`src/bfc_pkg.sv`:
```
`timescale 1ns / 1ps
// ----------------------------------------------------------------------------
// bfc_pkg: shared definitions for the triangle backface cull
// Coordinate width default, pipeline depth, register indexes, flag bit
// positions and the per-item tag that travels beside the datapath.
// ----------------------------------------------------------------------------
package bfc_pkg;

    localparam int COORD_WIDTH_DEF = 24;

    // front, two cross-product stages, three dot-product stages, output
    localparam int NUM_STAGES = 7;

    localparam int CFG_ADDR_W = 2;
    localparam logic [CFG_ADDR_W-1:0] CFG_CAM_X = 2'd0;
    localparam logic [CFG_ADDR_W-1:0] CFG_CAM_Y = 2'd1;
    localparam logic [CFG_ADDR_W-1:0] CFG_CAM_Z = 2'd2;

    localparam int POLY_FLAGS_W = 3;
    localparam int FLAG_ACTIVE  = 0;
    localparam int FLAG_CLIPPED = 1;
    localparam int FLAG_BACK    = 2;

    localparam int IN_USER_W    = POLY_FLAGS_W + 2;
    localparam int TSEL_TWO     = POLY_FLAGS_W;
    localparam int TSEL_CULLED  = POLY_FLAGS_W + 1;

    localparam int OUT_DATA_W   = 8;
    localparam int OUT_USER_W   = 1;

    typedef struct packed {
        logic test;      // dot-product test applies to this item
        logic old_back;  // incoming backface flag
    } bfc_tag_t;

endpackage

```
`src/bfc_front.sv`:
```
`timescale 1ns / 1ps
// ----------------------------------------------------------------------------
// bfc_front: camera registers and edge / view vectors
// Holds the camera position and registers u = v1-v0, w = v2-v0, e = cam-v0.
// ----------------------------------------------------------------------------
module bfc_front #(
    parameter int COORD_WIDTH = bfc_pkg::COORD_WIDTH_DEF
) (
    input  logic                               aclk,
    input  logic                               aresetn,
    input  logic                               cfg_we,
    input  logic [bfc_pkg::CFG_ADDR_W-1:0]     cfg_addr,
    input  logic [COORD_WIDTH-1:0]             cfg_wdata,
    input  logic                               en,
    input  logic signed [COORD_WIDTH-1:0]      v0 [3],
    input  logic signed [COORD_WIDTH-1:0]      v1 [3],
    input  logic signed [COORD_WIDTH-1:0]      v2 [3],
    output logic signed [COORD_WIDTH:0]        u_reg [3],
    output logic signed [COORD_WIDTH:0]        w_reg [3],
    output logic signed [COORD_WIDTH:0]        e_reg [3]
);
    import bfc_pkg::*;

    localparam int W = COORD_WIDTH;

    logic signed [W-1:0] cam_reg [3];

    always_ff @(posedge aclk) begin
        if (!aresetn) begin
            for (int k = 0; k < 3; k++) begin
                cam_reg[k] <= '0;
            end
        end else if (cfg_we) begin
            unique case (cfg_addr)
                CFG_CAM_X: cam_reg[0] <= cfg_wdata;
                CFG_CAM_Y: cam_reg[1] <= cfg_wdata;
                CFG_CAM_Z: cam_reg[2] <= cfg_wdata;
                default: ;  // no register there: drop the write
            endcase
        end
    end

    always_ff @(posedge aclk) begin
        if (en) begin
            for (int k = 0; k < 3; k++) begin
                u_reg[k] <= {v1[k][W-1], v1[k]} - {v0[k][W-1], v0[k]};
                w_reg[k] <= {v2[k][W-1], v2[k]} - {v0[k][W-1], v0[k]};
                e_reg[k] <= {cam_reg[k][W-1], cam_reg[k]} - {v0[k][W-1], v0[k]};
            end
        end
    end

endmodule

```
`config.mk`:
```
export PLATFORM = sky130hd
export DESIGN_NAME = bfc_front
export DESIGN_NICKNAME = d
export VERILOG_FILES = /design/src/bfc_pkg.sv /design/src/bfc_front.sv
export SDC_FILE = /design/constraint.sdc
export NUM_CORES = 1
export LEC_CHECK = 0
export BUFFER_PORTS_ARGS = -buffer_cell sky130_fd_sc_hd__buf_2
export CELL_PAD_IN_SITES_DETAIL_PLACEMENT = 1
export CELL_PAD_IN_SITES_GLOBAL_PLACEMENT = 1
export CORE_ASPECT_RATIO = 0.6
export CORE_MARGIN = 8
export CORE_UTILIZATION = 44
export CTS_BUF_LIST = sky130_fd_sc_hd__clkbuf_8
export DETAILED_ROUTE_END_ITERATION = 8
export PLACE_DENSITY = 0.92
export SYNTH_ARGS = -nofsm -noshare
export SYNTH_HDL_FRONTEND = slang
export SYNTH_SLANG_ARGS = --single-unit
export TNS_END_PERCENT = 20
```
`constraint.sdc`:
```
create_clock -name aclk -period 3.9 [get_ports aclk]
set_input_delay 0.975 -clock aclk [delete_from_list [all_inputs] [get_ports aclk]]
set_output_delay 0.975 -clock aclk [all_outputs]
set_load 0.01 [all_outputs]
```
==> results of run 1 <==
worst paths after layout:
path                                      from   endpoint  slack [ns]  cells after the start
worst min-delay path            cam_reg[0][54]   e_reg[6]        0.74                      2
worst max register to register  cam_reg[0][24]  e_reg[49]        0.63                     11
worst min register to register  cam_reg[0][54]   e_reg[6]        0.74                      2
worst max-delay path                    v0[26]  e_reg[49]        0.59                     11
tightest hold or removal path, stage by stage, from the launching register on:
cell	delay (ns)
edfxtp_1	0.34
ha_1	0.17
xnor2_1	0.13
cells by family (layout without fill, tap and decap cells):
group           count (synthesis)  count (layout)  share of synthesized area, %
compound gates                609             609                          20.1
other cells                     0              12                             0
xor+xnor                      155             155                          6.64
fa+ha+maj                     225             225                          14.1
mux                             3               3                         0.147
simple gates                  482             482                          11.9
buf+inv                       186             745                          3.42
flops                         297             297                          43.6
metrics by stage:
stage	hold slack [ns]	cells	utilization [%]	instance area, sq um	power (W)
final	0.738	3158	53.6	24700	0.0107
after global routing	0.763	3158	53.6	24700	0.0111
after CTS	0.729	3146	53.6	24700	0.0107
after detailed placement	0.717	3051	51.4	23700	0.00765
after global placement	0.684	3051	51.4	23700	0.00746
after floorplan	0.649	1957	-	20400	0.00629
metal layers:
metal,vias to the layer above,global-route usage (%),routed length [um]
met2,811,47.7,37800
li1,8451,-,-
met5,-,0,33
met4,6,10.2,2850
met3,177,6.29,6360
met1,9245,36.3,33000
cells in the final DEF (no fill, tap or decap), types with 8 or more instances in the layout:
cell type	n
a211oi_1	26
a21o_1	94
a21oi_1	162
a31oi_1	23
and2_1	33
and3_1	30
buf_2	469
buf_4	22
clkbuf_8	52
clkinv_1	16
diode_2	12
edfxtp_1	297
fa_1	9
ha_1	216
inv_1	171
nand2_1	92
nand2b_1	21
nand3_1	33
nand4_1	15
nor2_1	127
nor2b_1	38
nor3_1	35
o211ai_1	19
o21a_1	39
o21ai_0	90
o21bai_1	16
o22ai_1	8
o31a_1	16
o31ai_1	13
or3_1	18
xnor2_1	108
xor2_1	47
area by class of cell:
| cell class | count | area, sq um |
|---|---|---|
| multi-input combinational | 1474 | 10800 |
| antenna | 12 | 30.0 |
| fill | 5312 | 21400 |
| sequential | 297 | 8920 |
| clock inverter | 43 | 283 |
| inverter | 156 | 586 |
| tap | 630 | 788 |
| timing repair buffer | 494 | 2570 |
| clock buffer | 52 | 716 |
power by group through the flow:
stage | registers (W) | logic, W | clock network, W
after floorplan | 0.00452 | 0.00177 | 0
after global placement | 0.00434 | 0.00312 | 0
after detailed placement | 0.00436 | 0.00329 | 0
after CTS | 0.00430 | 0.00334 | 0.00304
after global routing | 0.00434 | 0.00362 | 0.00317
final | 0.00430 | 0.00337 | 0.00299
==> impl_metrics.yaml, run 1 <==
status:
  status: "completed"
critical_path:
  critPathBufInv: 3
  crit_slowest_cell: "o311ai_1"
  slowest_delay_ns: 0.56
  cp_max_fo: 4
  path_cells: "buf_2 -> inv_1 -> ha_1 -> nor2b_1 -> o31a_1 -> a31oi_1 -> a211oi_1 -> buf_4 -> o311ai_1 -> a211oi_1 -> o31ai_1"
  crit_arrival_ns: 3.74
  cp_top_family: "compound AO/OA/AOI/OAI gates"
  critical_path_class: "input pin to register"
  cp.required_ns: 4.33
  start_kind: "input pin"
  crit_path_end_kind: "register"
  critPathMostFrequentCell: "a211oi_1"
drt:
  vias: 18690
  dr.pass1.iters: 5
  drcViolationCount: 0
  finalWirelength_um: 80000
  antenna_left: 0
  viasPerCell: 5.92
  drt_iter0_drc: 1464
  wire_per_inst_um: 25.3
yosys:
  synthTopCellsByArea: "edfxtp_1 44%, ha_1 13%, xnor2_1 4.6%"
  yosysSeqAreaShare_pct: 43.6
  netlist.area_leader.share_pct: 43.6
  ys_types: 80
  synthTopCellsByCount: "297 x edfxtp_1, 216 x ha_1, 162 x a21oi_1"
  synth_ff_type: "edfxtp_1"
  synth_area_sq_um: 20400
  yosysMostFrequentCell: "edfxtp_1"
  synth_edf_count: 297
  synth-async-reset-ratio_pct: 0
  avgSynthCellArea_sq_um: 10.4
  ys_ff_latch: 297
  yosys.area.top_type: "edfxtp_1"
  synthCells: 1957
  yosys_warnings: 0
  synth_nets: 2428
sta:
  finalHoldViolations: 0
  rsz0062_at_grt: "no"
  tightest_slew_ns: 0.845
  min_period_ns: 3.31
  drv_slew: 0
  fin_ws_ns: 0.589
  fin_skew_ns: 0.0271
  setup_viol: 0
  period_share_pct: 84.9
  fmax_ghz: 0.302
  final.setup.tns_ns: 0
  maxSlewHeadroom_pct: 43.1
cts:
  numClockSinks: 297
  cts_setup_buffers: 0
  clk_pin_slew_ns: 0.07
  cts_tree: "done"
  cts_resized: 0
  clockBufferDepth: 3
  cts-hold-fix-buffers: 0
  clock_latency_ns: 0.62
  h-tree-depth: 2
  cts_root_buffer: "clkbuf_8"
  cts_made_buffers: 51
grt:
  gr-total-overflow: 0
  grt_max_degree: 78
  grt_pass1_wl_um: 119000
  grt_pass1_vias: 19705
  antenna_found_initial: 21
  grt_usage_pct: 28.5
die:
  ios: 471
  die_x_um: 294
  core_area_sq_um: 46100
  initial_core_util_pct: 44.3
  dieArea_sq_um: 53800
  die_h_um: 183
  rows: 61
final_layout:
  area_growth_pct: 20.9
  nNetsFinal: 2945
  drive_above_1_share_pct: 23.2
worst_hold_path:
  hp-class: "register to register"
pwr:
  pwr-share-seq_pct: 40.3
  p_sw_share_pct: 34.8
  clockPowerShare_pct: 28.1
  vdd_drop_max_v: 0.000359
  power.switching_w: 0.00370
  power_density_nw_per_um2: 431
  intPower_w: 0.00695
  comb_power_share_pct: 31.6
  leakagePower_nw: 11.2
job:
  max-cap-violations: 0
placement:
  place_ws_ns: 0.130
  port_buffers: 470
  routabilityCongestion: 0.943
  hpwl_um: 63000
(Power assumes the default switching activity.)
==> run 2, diff against run 1 <==
==> constraint.sdc (replaced) <==
create_clock -name aclk -period 3.1 [get_ports aclk]
set_input_delay 0.775 -clock aclk [delete_from_list [all_inputs] [get_ports aclk]]
set_output_delay 0.775 -clock aclk [all_outputs]
set_load 0.01 [all_outputs]
==> run 2 against run 1 <==
  * Sequential cell count is the same
  * Register-to-register slack lost 0.60 ns
  * Highest routed layer unchanged
  * Combinational power grew 42%
  * Critical path type is now register to register
  * Global-route usage is 3.3 points higher
  * Clock power up 25%
  * Critical path depth is 2 lower
  * Hold slack lost 0.17 ns
  * Largest power group unchanged
  * Setup slack worse by 0.56 ns
==> impl_metrics.yaml, run 2 (same netlist as run 1, synthesis figures left out) <==
status:
  status: "completed"
placement:
  placed_area_sq_um: 25400
  hpwl_um: 69200
  port_buffers: 470
  routabilityCongestion: 0.966
die:
  initial_core_util_pct: 44.3
  die_x_um: 294
  rows: 61
  die_h_um: 183
  ios: 471
  core_area_sq_um: 46100
  dieArea_sq_um: 53800
grt:
  antenna_found_initial: 14
  grt_pass1_vias: 21786
  grt_pass1_wl_um: 133000
  grt_usage_pct: 31.8
  grt_max_degree: 58
  gr-total-overflow: 0
critical_path:
  cp.required_ns: 3.45
  reg2reg_to: "e_reg[48]"
  r2r-start: "cam_reg[0][25]"
  cp_max_fo: 4
  reg2regPathDepth: 9
  crit_path_end_kind: "register"
  ff2ff_setup_slack_ns: 0.03
  critical_path_class: "register to register"
  start_kind: "register"
  crit_arrival_ns: 3.42
sta:
  drv_slew: 0
  tightest_slew_ns: 0.658
  rsz0062_at_grt: "yes"
  min_period_ns: 3.07
  period_share_pct: 99.0
  finalHoldViolations: 0
  fmax_ghz: 0.326
  fin_skew_ns: 0.0316
  setup_viol: 0
  maxSlewHeadroom_pct: 56.0
pwr:
  p_total_w: 0.0139
  vdd_drop_max_v: 0.000369
  comb_power_share_pct: 34.3
  clockPowerShare_pct: 26.7
  power.switching_w: 0.00492
  intPower_w: 0.00901
  leakagePower_nw: 12.3
  p_sw_share_pct: 35.3
  power_density_nw_per_um2: 528
  pwr-share-seq_pct: 38.9
drt:
  finalWirelength_um: 89800
  viasPerCell: 6.01
  drt_iter0_drc: 1628
  wire_per_inst_um: 26.7
  dr.pass1.iters: 6
  drcViolationCount: 0
  vias: 20244
  antenna_left: 0
job:
  max-cap-violations: 0
worst_hold_path:
  hold_depth: 2
  min_to: "cam_reg[0][38]"
  min_from: "cfg_wdata[14]"
  hp-class: "input pin to register"
final_layout:
  final_common_cell: "buf_2"
  design_area_sq_um: 26400
  area_growth_pct: 29.1
  drive_above_1_share_pct: 29.6
  nNetsFinal: 3162
  seqCellArea_sq_um: 8920
  fillers: 5297
  fin_util_pct: 57.2
  multi_input_area_sq_um: 10900
  final_cell_mix: "469 x buf_2, 297 x edfxtp_1, 238 x buf_4"
cts:
  cts_setup_buffers: 0
  clock_latency_ns: 0.64
  cts_root_buffer: "clkbuf_8"
  clockBufferDepth: 3
  cts_made_buffers: 50
  cts_tree: "done"
  clk_pin_slew_ns: 0.08
  numClockSinks: 297
  h-tree-depth: 2
==> run 2: layer usage <==
layer  global-route usage (%)  vias to the layer above  share of wire, %
li1                         -                     8861                 -
met1                     39.3                    10066                40
met2                     54.3                     1061                48
met3                     6.42                      252               7.8
met4                     13.0                        4               4.6
met5                        0                        -             0.022
==> run 2: worst max-delay path by stage <==
| stage | startpoint | endpoint |
|---|---|---|
| global route | cam_reg[0][24] | e_reg[49] |
| CTS | v0[0] | u_reg[20] |
| global placement | v0[25] | e_reg[48] |
| detailed placement | v0[0] | u_reg[20] |
| finish | cam_reg[0][25] | e_reg[48] |
| floorplan | cfg_addr[1] | cam_reg[0][24] |
==> run 2: power groups by stage <==
| stage | Combinational [W] | Sequential, W | Clock [W] |
|---|---|---|---|
| final | 0.00478 | 0.00542 | 0.00373 |
| after global routing | 0.00508 | 0.00547 | 0.00389 |
| after CTS | 0.00470 | 0.00543 | 0.00374 |
| after detailed placement | 0.00459 | 0.00549 | 0 |
| after global placement | 0.00430 | 0.00547 | 0 |
| after floorplan | 0.00223 | 0.00568 | 0 |
==> run 2: critical path: stages, from the launching register on <==
cell and delay (ns):
edfxtp_1 0.45, ha_1 0.31, nor2b_1 0.16, o31a_1 0.30, o41ai_2 0.27, buf_4 0.20
o211ai_2 0.17, a211o_1 0.36, nor3b_1 0.17, a2111o_1 0.40
==> run 2: layout make-up <==
class                   count  area share, %
repair buffers            712           16.0
clock inverters            43           1.09
diodes                      8         0.0759
inverters                 156           2.22
clock buffers              50           2.61
well taps                 630           2.99
multi-input cells        1474           41.2
flip-flops and latches    297           33.8
==> run 2: repair_timing <==
| item | in CTS | in global routing |
|---|---|---|
| gates cloned | 0 | 0 |
| resized for setup | 2 | 8 |
| endpoints found under the setup margin | 3 | 10 |
| hold buffers | 0 | 0 |
==> run 2: per-stage QoR <==
stage | hold slack (ns) | setup TNS (ns) | cells | setup WS [ns]
6_report | 0.564 | 0 | 3370 | 0.0315
4_1_cts | 0.565 | 0 | 3362 | 0.0142
3_3_place_gp | 0.701 | -5.70 | 3269 | -0.317
3_5_place_dp | 0.726 | -15.53 | 3269 | -0.598
5_1_grt | 0.576 | -0.0288 | 3368 | -0.0181
2_1_floorplan | 0.649 | 0 | 1957 | 0.0161
